[config.mk]
export PLATFORM = sky130hd
export DESIGN_NAME = eye_closure_window_qualifier_top_flat
export DESIGN_NICKNAME = d
export VERILOG_FILES = /design/src/rtl/ecwq_pkg.sv /design/src/rtl/ecwq_in_if.sv /design/src/rtl/ecwq_out_if.sv /design/src/rtl/ecwq_window_core.sv /design/src/rtl/eye_closure_window_qualifier_top.sv /design/src/flat_wrapper.sv
export SDC_FILE = /design/constraint.sdc
export NUM_CORES = 1
export LEC_CHECK = 0
export ABC_AREA = 0
export BUFFER_PORTS_ARGS = -buffer_cell sky130_fd_sc_hd__buf_2
export CAP_MARGIN = 20
export CORE_UTILIZATION = 33
export CTS_BUF_LIST = sky130_fd_sc_hd__clkbuf_8
export DETAILED_ROUTE_END_ITERATION = 7
export MAX_ROUTING_LAYER = met4
export PLACE_DENSITY_LB_ADDON = 0.05
export SKIP_LAST_GASP = 1
export SLEW_MARGIN = 10
export SYNTH_ARGS = -nofsm -noshare
export SYNTH_HDL_FRONTEND = slang
export SYNTH_HIERARCHICAL = 1
export SYNTH_SLANG_ARGS = --single-unit
[constraint.sdc]
create_clock -name clk_i -period 4.59 [get_ports clk_i]
set_clock_uncertainty 0.1 [all_clocks]
set_input_delay 0.459 -clock clk_i [delete_from_list [all_inputs] [get_ports clk_i]]
set_output_delay 0.459 -clock clk_i [all_outputs]
set_load 0.02 [all_outputs]
[src/rtl/ecwq_pkg.sv]
`timescale 1ns / 1ps
`default_nettype none
// ----------------------------------------------------------------------------
// ecwq_pkg
// Shared widths, register map, reset values and structs for the eye-closure
// window qualifier.
// ----------------------------------------------------------------------------
package ecwq_pkg;

  // Field widths
  localparam int unsigned RunLimitW    = 8;
  localparam int unsigned ClosedLimitW = 7;
  localparam int unsigned HoldW        = 8;
  localparam int unsigned RunW         = 16;
  localparam int unsigned WinCountW    = 7;

  // Configuration bus
  localparam int unsigned AddrW = 4;
  localparam int unsigned DataW = 32;

  // Register reset values
  localparam logic [RunLimitW-1:0]    RunLimitRst    = 8'd15;
  localparam logic [ClosedLimitW-1:0] ClosedLimitRst = 7'd10;
  localparam logic [HoldW-1:0]        HoldFramesRst  = 8'd60;

  // Saturation value of the run counter
  localparam logic [RunW-1:0] RunMax = '1;

  // Register index, taken from paddr[3:2]
  typedef enum logic [1:0] {
    REG_RUN_LIMIT    = 2'd0,
    REG_CLOSED_LIMIT = 2'd1,
    REG_HOLD_FRAMES  = 2'd2
  } reg_idx_e;

  typedef struct packed {
    logic [RunLimitW-1:0]    run_limit;
    logic [ClosedLimitW-1:0] closed_limit;
    logic [HoldW-1:0]        hold_frames;
  } cfg_t;

  typedef struct packed {
    logic                 drowsy;
    logic [RunW-1:0]      closed_run;
    logic [WinCountW-1:0] closed_in_window;
    logic                 window_full;
  } result_t;

endpackage
`default_nettype wire

[src/rtl/ecwq_in_if.sv]
`timescale 1ns / 1ps
`default_nettype none
// ----------------------------------------------------------------------------
// ecwq_in_if
// Per-frame flag channel: valid/ready handshake with face and eyes flags.
// ----------------------------------------------------------------------------
interface ecwq_in_if;
  logic valid;
  logic ready;
  logic face_found;
  logic eyes_found;

  modport source (output valid, output face_found, output eyes_found, input ready);
  modport sink   (input valid, input face_found, input eyes_found, output ready);
endinterface
`default_nettype wire

[src/rtl/ecwq_out_if.sv]
`timescale 1ns / 1ps
`default_nettype none
// ----------------------------------------------------------------------------
// ecwq_out_if
// Per-frame result channel: valid/ready handshake with the drowsy status.
// ----------------------------------------------------------------------------
interface ecwq_out_if;
  logic                            valid;
  logic                            ready;
  logic                            drowsy;
  logic [ecwq_pkg::RunW-1:0]       closed_run;
  logic [ecwq_pkg::WinCountW-1:0]  closed_in_window;
  logic                            window_full;

  modport source (output valid, output drowsy, output closed_run,
                  output closed_in_window, output window_full, input ready);
  modport sink   (input valid, input drowsy, input closed_run,
                  input closed_in_window, input window_full, output ready);
endinterface
`default_nettype wire

[src/rtl/ecwq_window_core.sv]
`timescale 1ns / 1ps
`default_nettype none
// ----------------------------------------------------------------------------
// ecwq_window_core
// Window, run and hold state; computes one frame's update in a single step.
// ----------------------------------------------------------------------------
module ecwq_window_core #(
  parameter int unsigned WINDOW_LEN = 20
) (
  input  wire logic             clk_i,
  input  wire logic             rst_ni,
  input  wire logic             step_i,
  input  wire logic             face_i,
  input  wire logic             eyes_i,
  input  wire ecwq_pkg::cfg_t   cfg_i,
  output ecwq_pkg::result_t     result_o
);

  localparam int unsigned CntW = $clog2(WINDOW_LEN + 1);
  localparam logic [CntW-1:0] WinLen = CntW'(WINDOW_LEN);

  logic [WINDOW_LEN-1:0]        window_q, window_d;
  logic [CntW-1:0]              fill_q, fill_d;
  logic [CntW-1:0]              closed_q, closed_d;
  logic [ecwq_pkg::RunW-1:0]    run_q, run_d;
  logic [ecwq_pkg::HoldW-1:0]   hold_q, hold_d;
  logic                         drowsy_d;
  logic                         closed;
  logic                         oldest;
  logic                         full;
  logic                         trig;

  // Oldest entry sits at the far end of the shift line once the window is full
  assign closed = face_i & ~eyes_i;
  assign oldest = window_q[WINDOW_LEN-1];

  // Run counter: count closed frames, saturate, clear on any other frame
  always_comb begin
    if (closed) begin
      run_d = (run_q == ecwq_pkg::RunMax) ? run_q : run_q + 1'b1;
    end else begin
      run_d = '0;
    end
  end

  // Window: shift in on a face frame, empty on a frame without a face
  always_comb begin
    window_d = window_q;
    if (face_i) begin
      window_d = {window_q[WINDOW_LEN-2:0], closed};
      if (fill_q == WinLen) begin
        fill_d   = fill_q;
        closed_d = closed_q - CntW'(oldest) + CntW'(closed);
      end else begin
        fill_d   = fill_q + 1'b1;
        closed_d = closed_q + CntW'(closed);
      end
    end else begin
      fill_d   = '0;
      closed_d = '0;
    end
  end

  // Trigger and hold
  assign full = (fill_d == WinLen);
  assign trig = (full && (ecwq_pkg::WinCountW'(closed_d) >= cfg_i.closed_limit))
              || (run_d >= ecwq_pkg::RunW'(cfg_i.run_limit));

  always_comb begin
    if (trig) begin
      drowsy_d = 1'b1;
      hold_d   = cfg_i.hold_frames;
    end else if (hold_q != '0) begin
      hold_d   = hold_q - 1'b1;
      drowsy_d = (hold_q != ecwq_pkg::HoldW'(1));
    end else begin
      hold_d   = '0;
      drowsy_d = 1'b0;
    end
  end

  // Result of this frame
  always_comb begin
    result_o.drowsy           = drowsy_d;
    result_o.closed_run       = run_d;
    result_o.closed_in_window = full ? ecwq_pkg::WinCountW'(closed_d) : '0;
    result_o.window_full      = full;
  end

  // Advance state on each frame step
  always_ff @(posedge clk_i or negedge rst_ni) begin
    if (!rst_ni) begin
      fill_q   <= '0;
      closed_q <= '0;
      run_q    <= '0;
      hold_q   <= '0;
    end else if (step_i) begin
      fill_q   <= fill_d;
      closed_q <= closed_d;
      run_q    <= run_d;
      hold_q   <= hold_d;
    end
  end

  // Window bits need no reset; the fill count guards them
  always_ff @(posedge clk_i) begin
    if (step_i) begin
      window_q <= window_d;
    end
  end

endmodule
`default_nettype wire

[src/rtl/eye_closure_window_qualifier_top.sv]
`timescale 1ns / 1ps
`default_nettype none
// An accepted frame moves from the input register into the result register.
// Throughput: one frame per cycle while the receiver takes each result;
// the window, run and hold counters update in one registered step per
// frame. While a result waits, one more frame is taken into the input
// register; the input stalls after that.
// Reset (rst_ni low, asynchronous) empties the window, clears the counters
// and loads run_limit 15, closed_limit 10, hold_frames 60.
// ----------------------------------------------------------------------------
// eye_closure_window_qualifier_top
// Sliding-window eye-closure qualifier with an APB-style register port.
// ----------------------------------------------------------------------------
module eye_closure_window_qualifier_top #(
  parameter int unsigned WINDOW_LEN = 20
) (
  input  wire logic                          clk_i,
  input  wire logic                          rst_ni,
  ecwq_in_if.sink                            in_i,
  ecwq_out_if.source                         out_o,
  input  wire logic                          psel,
  input  wire logic                          penable,
  input  wire logic                          pwrite,
  input  wire logic [ecwq_pkg::AddrW-1:0]    paddr,
  input  wire logic [ecwq_pkg::DataW-1:0]    pwdata,
  output logic [ecwq_pkg::DataW-1:0]         prdata,
  output logic                               pready
);

  ecwq_pkg::cfg_t     cfg_q;
  ecwq_pkg::result_t  step_result;
  ecwq_pkg::result_t  res_q;
  ecwq_pkg::reg_idx_e reg_idx;
  logic               wr_en;
  logic               in_valid_q;
  logic               face_q;
  logic               eyes_q;
  logic               out_valid_q;
  logic               out_free;
  logic               step;

  // Register port
  assign pready  = 1'b1;
  assign reg_idx = ecwq_pkg::reg_idx_e'(paddr[3:2]);
  assign wr_en   = psel & penable & pwrite & pready;

  always_ff @(posedge clk_i or negedge rst_ni) begin
    if (!rst_ni) begin
      cfg_q.run_limit    <= ecwq_pkg::RunLimitRst;
      cfg_q.closed_limit <= ecwq_pkg::ClosedLimitRst;
      cfg_q.hold_frames  <= ecwq_pkg::HoldFramesRst;
    end else if (wr_en) begin
      case (reg_idx)
        ecwq_pkg::REG_RUN_LIMIT:    cfg_q.run_limit    <= pwdata[ecwq_pkg::RunLimitW-1:0];
        ecwq_pkg::REG_CLOSED_LIMIT: cfg_q.closed_limit <= pwdata[ecwq_pkg::ClosedLimitW-1:0];
        ecwq_pkg::REG_HOLD_FRAMES:  cfg_q.hold_frames  <= pwdata[ecwq_pkg::HoldW-1:0];
        default: ;
      endcase
    end
  end

  always_comb begin
    case (reg_idx)
      ecwq_pkg::REG_RUN_LIMIT:    prdata = ecwq_pkg::DataW'(cfg_q.run_limit);
      ecwq_pkg::REG_CLOSED_LIMIT: prdata = ecwq_pkg::DataW'(cfg_q.closed_limit);
      ecwq_pkg::REG_HOLD_FRAMES:  prdata = ecwq_pkg::DataW'(cfg_q.hold_frames);
      default:                    prdata = '0;
    endcase
  end

  // Handshake: input stage advances when the result stage is free
  assign out_free   = ~out_valid_q | out_o.ready;
  assign step       = in_valid_q & out_free;
  assign in_i.ready = ~in_valid_q | out_free;

  // Input register
  always_ff @(posedge clk_i or negedge rst_ni) begin
    if (!rst_ni) begin
      in_valid_q <= 1'b0;
    end else if (in_i.ready) begin
      in_valid_q <= in_i.valid;
    end
  end

  always_ff @(posedge clk_i) begin
    if (in_i.valid && in_i.ready) begin
      face_q <= in_i.face_found;
      eyes_q <= in_i.eyes_found;
    end
  end

  // Per-frame update
  ecwq_window_core #(
    .WINDOW_LEN (WINDOW_LEN)
  ) u_core (
    .clk_i    (clk_i),
    .rst_ni   (rst_ni),
    .step_i   (step),
    .face_i   (face_q),
    .eyes_i   (eyes_q),
    .cfg_i    (cfg_q),
    .result_o (step_result)
  );

  // Result register: hold until the transfer completes
  always_ff @(posedge clk_i or negedge rst_ni) begin
    if (!rst_ni) begin
      out_valid_q <= 1'b0;
    end else if (out_free) begin
      out_valid_q <= in_valid_q;
    end
  end

  always_ff @(posedge clk_i) begin
    if (step) begin
      res_q <= step_result;
    end
  end

  assign out_o.valid            = out_valid_q;
  assign out_o.drowsy           = res_q.drowsy;
  assign out_o.closed_run       = res_q.closed_run;
  assign out_o.closed_in_window = res_q.closed_in_window;
  assign out_o.window_full      = res_q.window_full;

endmodule
`default_nettype wire

[src/flat_wrapper.sv]
// flat-port wrapper written by rule: the top's interface ports become plain ports
module eye_closure_window_qualifier_top_flat 
#(
  parameter int unsigned WINDOW_LEN = 20
)
  (clk_i, rst_ni, psel, penable, pwrite, paddr, pwdata, prdata, pready, in_i_valid, in_i_face_found, in_i_eyes_found, in_i_ready, out_o_valid, out_o_drowsy, out_o_closed_run, out_o_closed_in_window, out_o_window_full, out_o_ready);
  ecwq_in_if in_i_i ();
  ecwq_out_if out_o_i ();
  input  wire logic clk_i;
  input  wire logic rst_ni;
  input  wire logic psel;
  input  wire logic penable;
  input  wire logic pwrite;
  input  wire logic [ecwq_pkg::AddrW-1:0] paddr;
  input  wire logic [ecwq_pkg::DataW-1:0] pwdata;
  output logic [ecwq_pkg::DataW-1:0] prdata;
  output logic pready;
  input wire logic [$bits(in_i_i.valid)-1:0] in_i_valid;
  input wire logic [$bits(in_i_i.face_found)-1:0] in_i_face_found;
  input wire logic [$bits(in_i_i.eyes_found)-1:0] in_i_eyes_found;
  output wire logic [$bits(in_i_i.ready)-1:0] in_i_ready;
  output wire logic [$bits(out_o_i.valid)-1:0] out_o_valid;
  output wire logic [$bits(out_o_i.drowsy)-1:0] out_o_drowsy;
  output wire logic [$bits(out_o_i.closed_run)-1:0] out_o_closed_run;
  output wire logic [$bits(out_o_i.closed_in_window)-1:0] out_o_closed_in_window;
  output wire logic [$bits(out_o_i.window_full)-1:0] out_o_window_full;
  input wire logic [$bits(out_o_i.ready)-1:0] out_o_ready;
  assign in_i_i.valid = in_i_valid;
  assign in_i_i.face_found = in_i_face_found;
  assign in_i_i.eyes_found = in_i_eyes_found;
  assign in_i_ready = in_i_i.ready;
  assign out_o_valid = out_o_i.valid;
  assign out_o_drowsy = out_o_i.drowsy;
  assign out_o_closed_run = out_o_i.closed_run;
  assign out_o_closed_in_window = out_o_i.closed_in_window;
  assign out_o_window_full = out_o_i.window_full;
  assign out_o_i.ready = out_o_ready;
  eye_closure_window_qualifier_top #(.WINDOW_LEN(WINDOW_LEN)) u_core (.clk_i(clk_i), .rst_ni(rst_ni), .in_i(in_i_i), .out_o(out_o_i), .psel(psel), .penable(penable), .pwrite(pwrite), .paddr(paddr), .pwdata(pwdata), .prdata(prdata), .pready(pready));
endmodule
==> metrics.md, run 1 <==
| Metric | Value |
|---|---|
| Outcome | `finished clean` |
| Root Buffer | `clkbuf_8` |
| Die Area | `18000 µm²` |
| IO Port Bufs | `53` |
| Site Rows | `47` |
| CP cell instances | `nand2b_1 -> xnor2_1 -> ha_1 -> fa_1 -> a21o_1 -> a21oi_1 -> xnor2_1 -> o21ai_0 -> xor2_1 -> nand2_1 -> inv_1 -> ha_1 -> o21a_1 -> a21oi_1 -> nor4bb_1 -> nor4_2 -> buf_4 -> a31o_1 -> a211o_1` |
| Total Power | `0.00240 W` |
| Core Util, Final | `37.9%` |
| Final std cells w/o fill | `789` |
| Fillers | `1732` |
| Cell Pwr Density | `376 nW/µm²` |
| Worst setup EP type | `register` |
| EDFF count, synth | `47` |
| Final number of setup-violating endpoints | `0` |
| Number of remaining DRC errors | `0` |
| Post-DP HPWL | `9310 µm` |
| Die width | `134 µm` |
| Vias per inst | `4.83` |
| Die Y | `134 µm` |
| Register bit count reported by yosys | `106` |
| CTS H-Tree Depth | `3` |
| Mapped Cells | `511` |
| Sink Count | `106` |
| Lkg Pwr | `2.75 nW` |
| Final net count | `637` |
| Worst-Margin Slew | `0.750 ns` |
| Number of global-route vias before repair | `3684` |
| Cell variety after synth | `74` |
| Switch Pwr | `0.000765 W` |
| Antenna cell count | `0` |
| Mux cell area share after synthesis | `10.1%` |
| DRT Wirelength | `13000 µm` |
| Post-CTS Hold Buffers | `0` |
| Num CTS Buffers | `9` |
| Data required, critical path | `4.77 ns` |
| Area Overhead vs Synth | `10.6%` |
| Setup crit start kind | `register` |
| Setup TNS | `0 ns` |
| Fin. max-slew vios | `0` |
| CP peak stage delay | `0.46 ns` |
| Clock slew at reported path FFs | `0.11 ns` |
| Sequential share of power | `52.5%` |
| CP Max Fanout | `11` |
| Clock Path Buffers | `2` |
| DR iter-0 viols | `217` |
| DR vias | `3813` |
| Top-count cell post-synth | `dfrtp_1` |
| Top cell type's share of synthesized area | `24.5%` |
| Ports | `105` |
| Ys async rst share | `55.7%` |
| Post-cts sizing count | `0` |
| Initial DRT Pass Iterations | `5` |
| Worst rel slew slack | `49.9%` |
| CTS tree | `yes` |
| Final Hold Fails | `0` |
| Multi-input logic area | `2510 µm²` |
| Share of cells above drive strength 1 | `26.7%` |
| Wire per inst | `16.5 µm` |
| Initial antenna violation count | `0` |
| Postcts setup bufs | `0` |
| Largest family of logic cells by synthesized area | `simple AND/OR/NAND/NOR gates` |
| Crit share post-route | `93.6%` |
| Top_reg_cell synth | `dfrtp_1` |
| Largest net degree at the start of global routing | `35` |
| Crit Path Category | `reg -> reg` |
| Post-synth top cells | `dfrtp_1, edfxtp_1, nand2_1` |
| Post-route ant nets | `0` |
| Logic pwr share | `22.1%` |
| First-pass GRT wire length | `20800 µm` |
| Power Internal | `0.00163 W` |
| Max Cap Viol | `0` |
| Compound-Gate Fraction of Synth Area | `9.43%` |
| Yosys warns | `6` |
| Sw frac | `31.9%` |
| CP arrival | `4.48 ns` |
| Largest area contributor in the netlist | `edfxtp_1` |
| Hold crit path type | `in -> async` |
| Seq/Total Area, Yosys | `50.3%` |
| VDD IR-drop max | `0.152 mV` |
| Dpl cells | `773` |
| Initial Utilization | `34.3%` |
| Core area | `16800 µm²` |
| GRT Util Overall | `15.8%` |
| Sequential cell area | `2900 µm²` |
| Syn_area_per_cell | `11.3 µm²` |
| Peak Freq | `0.233 GHz` |
| Simple-Gate Fraction of Synth Area | `13.8%` |
| Dominant cells by area after synthesis | `edfxtp_1, dfrtp_1, mux2_2, ha_1, dfstp_2` |
| Mapped cell area | `5760 µm²` |
| Final Wtd Congestion | `0.796` |
| CP max stage cell | `nor4bb_1` |
| RSZ-0062 raised after global routing | `false` |
| Gr ovfl total | `0` |
| Post-synthesis adder-cell area fraction | `6.21%` |
| Post-Synth XOR/XNOR Area | `2.28%` |
| Clock power frac | `25.5%` |
| Clk_lat worst skew | `0.39 ns` |
| Crit path time final | `4.29 ns` |
## metal layers
layer  track usage (%)  share of wire, %  vias to the layer above
li1                  -                 -                     1867
met1              20.8                48                     1863
met2              24.8                47                       73
met3              3.55               3.1                       10
met4              3.56              0.95                        0
met5                 -                 0                        -
## per-stage QoR
stage	setup slack, ns	hold slack, ns	area [µm²]
6_report	0.295	0.0212	6370
5_1_grt	0.0111	0.0530	6370
4_1_cts	0.230	0.0364	6370
3_5_place_dp	0.256	0.305	6170
3_3_place_gp	0.302	0.305	6170
2_1_floorplan	0.331	0.0634	5850
## critical path: cells and delay by family, from the launching register on
family          cells  cell delay [ns]
simple gates        4             0.92
flops               1             0.42
fa+ha+maj           3             0.90
compound gates      7             1.14
buf+inv             2             0.25
xor+xnor            3             0.46
## state kept, by name, summed over array words and instances, names as in the netlist, 5 cells and up
signal                         cells
u_core/out_o.closed_in_window      7
u_core/u_core/window_q            20
u_core/u_core/run_q               16
u_core/cfg_q                      23
u_core/u_core/closed_q             5
u_core/u_core/fill_q               5
u_core/u_core/hold_q               8
u_core/out_o.closed_run           16
## cells in the final DEF (no fill, tap or decap), types with 3 or more instances in the layout
cell      count
buf_4        13
xor2_1        5
nand4_1       5
a21oi_1      19
buf_2        53
ha_1         27
nor2_1       31
nand3_1      10
a31oi_1       6
and3_2        4
and2_2        3
dfrtp_1      49
and4_2        3
mux2_2       31
a21o_1        3
nand2b_1      8
conb_1       27
mux2_4        8
dfstp_2      10
edfxtp_1     47
nand2_1      42
inv_1        32
nor3_1       14
o21a_1        3
and2_1        5
o21ai_0      26
mux2i_1      10
xnor2_1      10
clkbuf_8     10
## power by group through the flow
stage | sequential [W] | combinational (W) | clock, W
CTS | 0.00126 | 0.000538 | 0.000645
detailed placement | 0.00127 | 0.000537 | 0
finish | 0.00126 | 0.000529 | 0.000610
global route | 0.00128 | 0.000601 | 0.000680
global placement | 0.00127 | 0.000528 | 0
floorplan | 0.00125 | 0.000414 | 0
## path summary, 6_finish.rpt
check / startpoint / endpoint / slack (ns) / cells after the start
min: rst_ni / u_core/u_core/hold_q[0]$_DFFE_PN0P_ / 0.02 / 1
max in group asynchronous: rst_ni / u_core/cfg_q[16]$_DFFE_PN1P_ / 3.40 / 2
min reg2reg: u_core/u_core/window_q[4]$_DFFE_PP_ / u_core/u_core/window_q[5]$_DFFE_PP_ / 0.32 / 0
max reg2reg: u_core/eyes_q$_DFFE_PP_ / u_core/u_core/hold_q[2]$_DFFE_PN0P_ / 0.30 / 19
min in group clk_i: in_i_eyes_found / u_core/eyes_q$_DFFE_PP_ / 0.14 / 1
max: u_core/eyes_q$_DFFE_PP_ / u_core/u_core/hold_q[2]$_DFFE_PN0P_ / 0.30 / 19
## final cells by class
class	count	area share [%]
sequential	106	45.5
tap	220	4.32
multi-input combinational	350	39.5
inverter	31	1.83
timing repair buffer	66	5.70
clock buffer	10	2.16
clock inverter	6	1.00
## cells by family after synthesis
family,Yosys count
AND/OR/NAND/NOR,147
flip-flops,106
AO/OA/AOI/OAI,83
buffers and inverters,79
multiplexers,50
adder cells (fa/ha/maj),28
XOR/XNOR,15
other,3
No activity file was read; power rests on OpenSTA's default activity.
==> inputs of run 2 (changes only) <==
==> constraint.sdc (replaced) <==
create_clock -name clk_i -period 4.1 [get_ports clk_i]
set_clock_uncertainty 0.1 [all_clocks]
set_input_delay 0.41 -clock clk_i [delete_from_list [all_inputs] [get_ports clk_i]]
set_output_delay 0.41 -clock clk_i [all_outputs]
set_load 0.02 [all_outputs]
==> metrics.md, run 2 (synthesis results as in run 1) <==
| Metric | Value |
|---|---|
| Outcome | `finished clean` |
| Initial Utilization | `34.3% (unchanged)` |
| Num CTS Buffers | `9 (unchanged)` |
| CP arrival | `4.04 ns (-0.44 ns)` |
| Data required, critical path | `4.28 ns (-0.49 ns)` |
| Area after DPL | `6350 µm² (+2.9%)` |
| Clock Path Buffers | `2 (unchanged)` |
| Root Buffer | `clkbuf_8` |
| Wire per inst | `15.9 µm (-3.5%)` |
| Final Wtd Congestion | `0.850 (+6.8%)` |
| Worst setup EP type | `register` |
| Core Util, Final | `39.4% (+1.5 points)` |
| Pre-CTS WS | `-0.0200 ns (-0.276 ns)` |
| Clock slew at reported path FFs | `0.11 ns (about the same)` |
| Peak Freq | `0.259 GHz (+11%)` |
| Gr ovfl total | `0 (unchanged)` |
| Commonest non-fill, non-tap cell in the layout | `buf_2` |
| VDD IR-drop max | `0.142 mV (-6.5%)` |
| Area Overhead vs Synth | `14.9%` |
| IO Port Bufs | `53 (unchanged)` |
| Sink Count | `106 (unchanged)` |
| Fin. max-slew vios | `0 (unchanged)` |
| Crit Path Category | `reg -> reg` |
| Number of global-route vias before repair | `3896 (+5.8%)` |
| Top reg by flops | `u_core/cfg_q` |
| Cell area after layout | `6620 µm² (+3.9%)` |
| Die Y | `134 µm (unchanged)` |
| Initial DRT Pass Iterations | `5 (unchanged)` |
| Max reg flops | `23 (unchanged)` |
| Total Power | `0.00269 W (+12%)` |
| Most frequent cells in the layout | `buf_2, dfrtp_1, edfxtp_1` |
| Crit share post-route | `94.1% (+0.55 points)` |
| Sw frac | `32.0% (+0.059 points)` |
| Switch Pwr | `0.000859 W (+12%)` |
| Max Cap Viol | `0 (unchanged)` |
| Fillers | `1684 (-2.8%)` |
| First-pass GRT wire length | `21000 µm (+0.86%)` |
| CTS H-Tree Depth | `3 (unchanged)` |
| Multi-input logic area | `2580 µm² (+2.5%)` |
| Final Hold Fails | `0 (unchanged)` |
| Crit path time final | `3.86 ns (-0.436 ns)` |
| Vias per inst | `4.82 (-0.22%)` |
| Worst-Margin Slew | `0.818 ns (+0.0678 ns)` |
| Final number of setup-violating endpoints | `0 (unchanged)` |
| Worst hold slack | `0.0949 ns (+0.0737 ns)` |
| CP Max Fanout | `6 (-5)` |
| Initial antenna violation count | `0 (unchanged)` |
| Lkg Pwr | `2.87 nW (+4.3%)` |
| Logic pwr share | `23.2% (+1.1 points)` |
| Largest registers | `u_core/cfg_q (23), u_core/u_core/window_q (20)` |
| Sequential share of power | `52.1% (-0.4 points)` |
| DRT Wirelength | `13000 µm (-0.29%)` |
| Sequential cell area | `2900 µm² (about the same)` |
| Post-route worst setup slack | `0.241 ns (-0.0542 ns)` |
| Site Rows | `47 (unchanged)` |
| Core area | `16800 µm² (unchanged)` |
| Post-CTS Hold Buffers | `0 (unchanged)` |
| Ports | `105 (unchanged)` |
| Hold crit path type | `in -> async` |
| Final net count | `663 (+4.1%)` |
| Die Area | `18000 µm² (unchanged)` |
| Antenna cell count | `0 (unchanged)` |
| Die width | `134 µm (unchanged)` |
| Power Internal | `0.00183 W (+12%)` |
| Setup crit start kind | `register` |
| DR iter-0 viols | `291 (+34%)` |
| CTS tree | `yes` |
| Largest net degree at the start of global routing | `60 (+71%)` |
| Number of remaining DRC errors | `0 (unchanged)` |
| Clk_lat worst skew | `0.39 ns (about the same)` |
| Share of cells above drive strength 1 | `31.8% (+5.1 points)` |
| Post-route ant nets | `0 (unchanged)` |
| Clock power frac | `24.8% (-0.7 points)` |
| DR vias | `3930 (+3.1%)` |
| Post-DP HPWL | `9340 µm (+0.27%)` |
| Cell Pwr Density | `406 nW/µm² (+7.8%)` |
| GRT Util Overall | `15.7% (-0.043 points)` |
| RSZ-0062 raised after global routing | `false` |
| Worst rel slew slack | `45.5% (-4.5 points)` |
==> run 2: cell types whose count changed in the layout (fill, tap and decap cells not counted), sizes merged <==
cell / before / now
buf: 66 / 92
clkinvlp: 1 / 3
inv: 34 / 32
clkbuf: 10 / 9
clkinv: 1 / 2
==> run 2: power groups by stage <==
stage,Combinational [W],Clock [W],Sequential (W)
5_1_grt,0.000699,0.000737,0.00143
2_1_floorplan,0.000464,0,0.00139
3_5_place_dp,0.000617,0,0.00142
3_3_place_gp,0.000609,0,0.00142
4_1_cts,0.000621,0.000700,0.00140
6_report,0.000622,0.000665,0.00140
==> run 2: through the flow <==
stage | TNS, ns | instances
floorplan | 0 | 535
CTS | 0 | 813
global route | 0 | 815
finish | 0 | 815
detailed placement | -0.0200 | 797
global placement | 0 | 797
==> run 2: repair_timing <==
item,CTS,global route
setup endpoints to repair,1,9
gates resized for setup,1,12
setup buffers,0,2
pin swaps,1,7
==> run 2: final cells by class <==
type | count | area share, %
Sequential cell | 106 | 43.8
Clock inverter | 7 | 1.04
Inverter | 31 | 1.76
Multi-Input combinational cell | 350 | 38.9
Clock buffer | 9 | 1.87
Tap cell | 220 | 4.16
Timing Repair Buffer | 92 | 8.43
==> run 2: final timing paths <==
check / startpoint / endpoint / slack [ns] / cells past startpoint
max: u_core/eyes_q$_DFFE_PP_ / u_core/u_core/hold_q[2]$_DFFE_PN0P_ / 0.24 / 20
min: rst_ni / u_core/u_core/hold_q[6]$_DFFE_PN0P_ / 0.09 / 2
max reg2reg: u_core/eyes_q$_DFFE_PP_ / u_core/u_core/hold_q[2]$_DFFE_PN0P_ / 0.24 / 20
min reg2reg: u_core/u_core/window_q[17]$_DFFE_PP_ / u_core/u_core/window_q[18]$_DFFE_PP_ / 0.33 / 0
max in group asynchronous: rst_ni / u_core/u_core/run_q[4]$_DFFE_PN0P_ / 3.22 / 2
min in group clk_i: in_i_face_found / u_core/face_q$_DFFE_PP_ / 0.11 / 1
==> run 2: layer usage <==
metal  up-vias  global-route usage [%]  routed length (µm)  part of all wire (%)
met3        13                    2.42                 405                   3.1
met2        86                    25.2                6270                    48
met1      1905                    20.2                6090                    47
met4         0                    5.68                 191                   1.5
li1       1926                       -                   -                     -
met5         -                       -                   0                     0
==> run 2: worst max-delay path, cell delays in order (launching register included) <==
cell	delay [ns]
edfxtp_1	0.37
nand2b_4	0.15
xnor2_1	0.12
ha_2	0.21
fa_2	0.37
a21o_1	0.18
a21oi_2	0.13
xnor2_1	0.13
o21ai_1	0.10
xor2_1	0.15
nand2_1	0.08
inv_1	0.05
ha_1	0.26
o21a_1	0.11
a21oi_1	0.07
nor4bb_2	0.31
nor4_2	0.07
buf_4	0.15
buf_4	0.15
a31o_1	0.21
a211o_1	0.28
==> inputs of run 3 (changes only) <==
--- a/config.mk
+++ b/config.mk
@@ -8,6 +8,7 @@
 export ABC_AREA = 0
 export BUFFER_PORTS_ARGS = -buffer_cell sky130_fd_sc_hd__buf_2
 export CAP_MARGIN = 20
+export CORE_ASPECT_RATIO = 0.5
 export CORE_UTILIZATION = 33
 export CTS_BUF_LIST = sky130_fd_sc_hd__clkbuf_8
 export DETAILED_ROUTE_END_ITERATION = 7
==> metrics.md, run 3 (synthesis results as in run 1) <==
| Metric | Value |
|---|---|
| Final net count | `648 (-2.3%)` |
| Number of global-route vias before repair | `3633 (-6.8%)` |
| Die width | `189 µm (+41%)` |
| Top reg by flops | `u_core/cfg_q` |
| R2R setup slack | `0.27 ns (+0.03 ns)` |
| Outcome | `finished clean` |
| Setup crit start kind | `register` |
| Fin. max-slew vios | `0 (unchanged)` |
| Num CTS Buffers | `9 (unchanged)` |
| Peak Freq | `0.261 GHz (+0.70%)` |
| Area Overhead vs Synth | `12.6%` |
| Fillers | `1666 (-1.1%)` |
| Hold crit path type | `in -> reg` |
| Post-DP HPWL | `9170 µm (-1.8%)` |
| Final Wtd Congestion | `0.843 (-0.81%)` |
| Worst setup EP type | `register` |
| Gr ovfl total | `0 (unchanged)` |
| Clk_lat worst skew | `0.38 ns (about the same)` |
| Final std cells w/o fill | `807 (-0.98%)` |
| CTS tree | `yes` |
| Multi-input logic area | `2550 µm² (-1.2%)` |
| IO Port Bufs | `53 (unchanged)` |
| Crit Path Category | `reg -> reg` |
| Max Cap Viol | `0 (unchanged)` |
| VDD IR-drop max | `0.178 mV (+25%)` |
| Cell Pwr Density | `407 nW/µm² (+0.42%)` |
| Core area | `16700 µm² (-0.57%)` |
| CP Max Fanout | `8 (+2)` |
| Largest net degree at the start of global routing | `41 (-32%)` |
| Number of remaining DRC errors | `0 (unchanged)` |
| Clock Path Buffers | `2 (unchanged)` |
| Ports | `105 (unchanged)` |
| Most frequent cells in the layout | `buf_2, dfrtp_1, edfxtp_1` |
| Post-route ant nets | `0 (unchanged)` |
| Cell area after layout | `6480 µm² (-2.1%)` |
| Die Y | `95.4 µm (-29%)` |
| Root Buffer | `clkbuf_8` |
| DR iter-0 viols | `236 (-19%)` |
| CP arrival | `3.99 ns (-0.05 ns)` |
| Final number of setup-violating endpoints | `0 (unchanged)` |
| Largest registers | `u_core/cfg_q (23), u_core/u_core/window_q (20)` |
| Worst-Margin Slew | `0.730 ns (-0.0881 ns)` |
| Initial DRT Pass Iterations | `4 (-1)` |
| Initial antenna violation count | `0 (unchanged)` |
| Max reg flops | `23 (unchanged)` |
| Vias per inst | `4.80 (-0.52%)` |
| DRT Wirelength | `12700 µm (-2.0%)` |
| Commonest non-fill, non-tap cell in the layout | `buf_2` |
| Clock slew at reported path FFs | `0.10 ns (about the same)` |
| Crit share post-route | `93.5% (-0.65 points)` |
| Antenna cell count | `0 (unchanged)` |
| Data required, critical path | `4.26 ns (-0.02 ns)` |
| Crit path time final | `3.83 ns (-0.0267 ns)` |
| Site Rows | `33 (-30%)` |
| Sink Count | `106 (unchanged)` |
| Final Hold Fails | `0 (unchanged)` |
| Dpl cells | `789 (-1.0%)` |
| Min-Delay Path Depth | `2` |
| RSZ-0062 raised after global routing | `false` |
| Sequential cell area | `2900 µm² (about the same)` |
| Share of cells above drive strength 1 | `29.1% (-2.6 points)` |
| Reg2Reg Depth | `20 (unchanged)` |
| Setup TNS | `0 ns (unchanged)` |
| First-pass GRT wire length | `20400 µm (-2.6%)` |
| Wire per inst | `15.7 µm (-1.0%)` |
| DR vias | `3871 (-1.5%)` |
| Initial Utilization | `34.4% (+0.20 points)` |
| Die Area | `18000 µm² (+0.18%)` |
| Area after DPL | `6250 µm² (-1.6%)` |
| Lkg Pwr | `2.80 nW (-2.4%)` |
| GRT Util Overall | `15.5% (-0.29 points)` |
| CTS H-Tree Depth | `3 (unchanged)` |
| Worst rel slew slack | `51.1% (+5.7 points)` |
==> run 3: cell count changes in the layout (fill, tap and decap cells not counted), sizes merged <==
| cell | change |
|---|---|
| inv | +1 |
| buf | -16 |
| bufinv | -1 |
| dlygate4sd3 | +1 |
| clkinvlp | -3 |
| clkinv | +3 |
==> run 3: power by group <==
part / internal [W] / switching (W) / leakage, nW
logic: 0.000270 / 0.000336 / 1.51
registers: 0.00126 / 0.000145 / 1.18
clock network: 0.000233 / 0.000392 / 0.0995
total: 0.00177 / 0.000873 / 2.80
==> run 3: worst paths after layout <==
kind	start	endpoint
hold / removal	in_i_valid	u_core/in_valid_q$_DFFE_PN0P_
setup / recovery	u_core/eyes_q$_DFFE_PP_	u_core/u_core/hold_q[6]$_DFFE_PN0P_
min in group asynchronous	rst_ni	u_core/cfg_q[21]$_DFFE_PN0P_
hold reg to reg	u_core/u_core/window_q[10]$_DFFE_PP_	u_core/u_core/window_q[11]$_DFFE_PP_
setup reg to reg	u_core/eyes_q$_DFFE_PP_	u_core/u_core/hold_q[6]$_DFFE_PN0P_
max in group asynchronous	rst_ni	u_core/cfg_q[2]$_DFFE_PN1P_
==> run 3: worst max-delay path, cell delays in order (launching register included) <==
cell	delay, ns
edfxtp_1	0.37
nand2b_4	0.15
xnor2_1	0.12
ha_2	0.18
fa_2	0.36
a21o_1	0.18
a21oi_2	0.15
xnor2_1	0.13
o21ai_1	0.08
xor2_1	0.16
nand2_1	0.09
inv_1	0.04
ha_1	0.26
o21a_1	0.10
a21oi_1	0.07
nor4bb_2	0.35
nor4_2	0.08
buf_4	0.18
buf_4	0.14
and3_2	0.18
a221o_1	0.25
==> run 3: final cells by class <==
class,count,share of cell area (%)
flip-flops and latches,106,44.7
multi-input cells,350,39.3
repair buffers,77,6.91
well taps,227,4.38
clock buffers,9,1.91
inverters,31,1.79
clock inverters,7,1.02
==> run 3: stage by stage <==
step	setup WS [ns]	utilization, %	hold slack (ns)	power [W]
global placement	0.0452	37.4	0.303	0.00203
CTS	0.0463	38.6	0.104	0.00268
global route	0.0148	38.8	0.102	0.00281
finish	0.268	38.8	0.129	0.00264
floorplan	0.0186	-	0.0144	0.00186
detailed placement	0.00188	37.4	0.305	0.00204
==> run 3: per-layer routing <==
| layer | share of wire [%] | global-route usage [%] | up-vias |
|---|---|---|---|
| li1 | - | - | 1906 |
| met1 | 55 | 23.0 | 1864 |
| met2 | 41 | 21.2 | 95 |
| met3 | 4.0 | 3.35 | 6 |
| met4 | 0.48 | 3.02 | 0 |
| met5 | 0 | - | - |
==> run 3: timing repair <==
action,CTS,global route
endpoints found under the hold margin,17,0
hold buffers,1,0
resized for setup,1,8
setup buffers,0,1
setup endpoints to repair,2,9
pin swaps,0,1
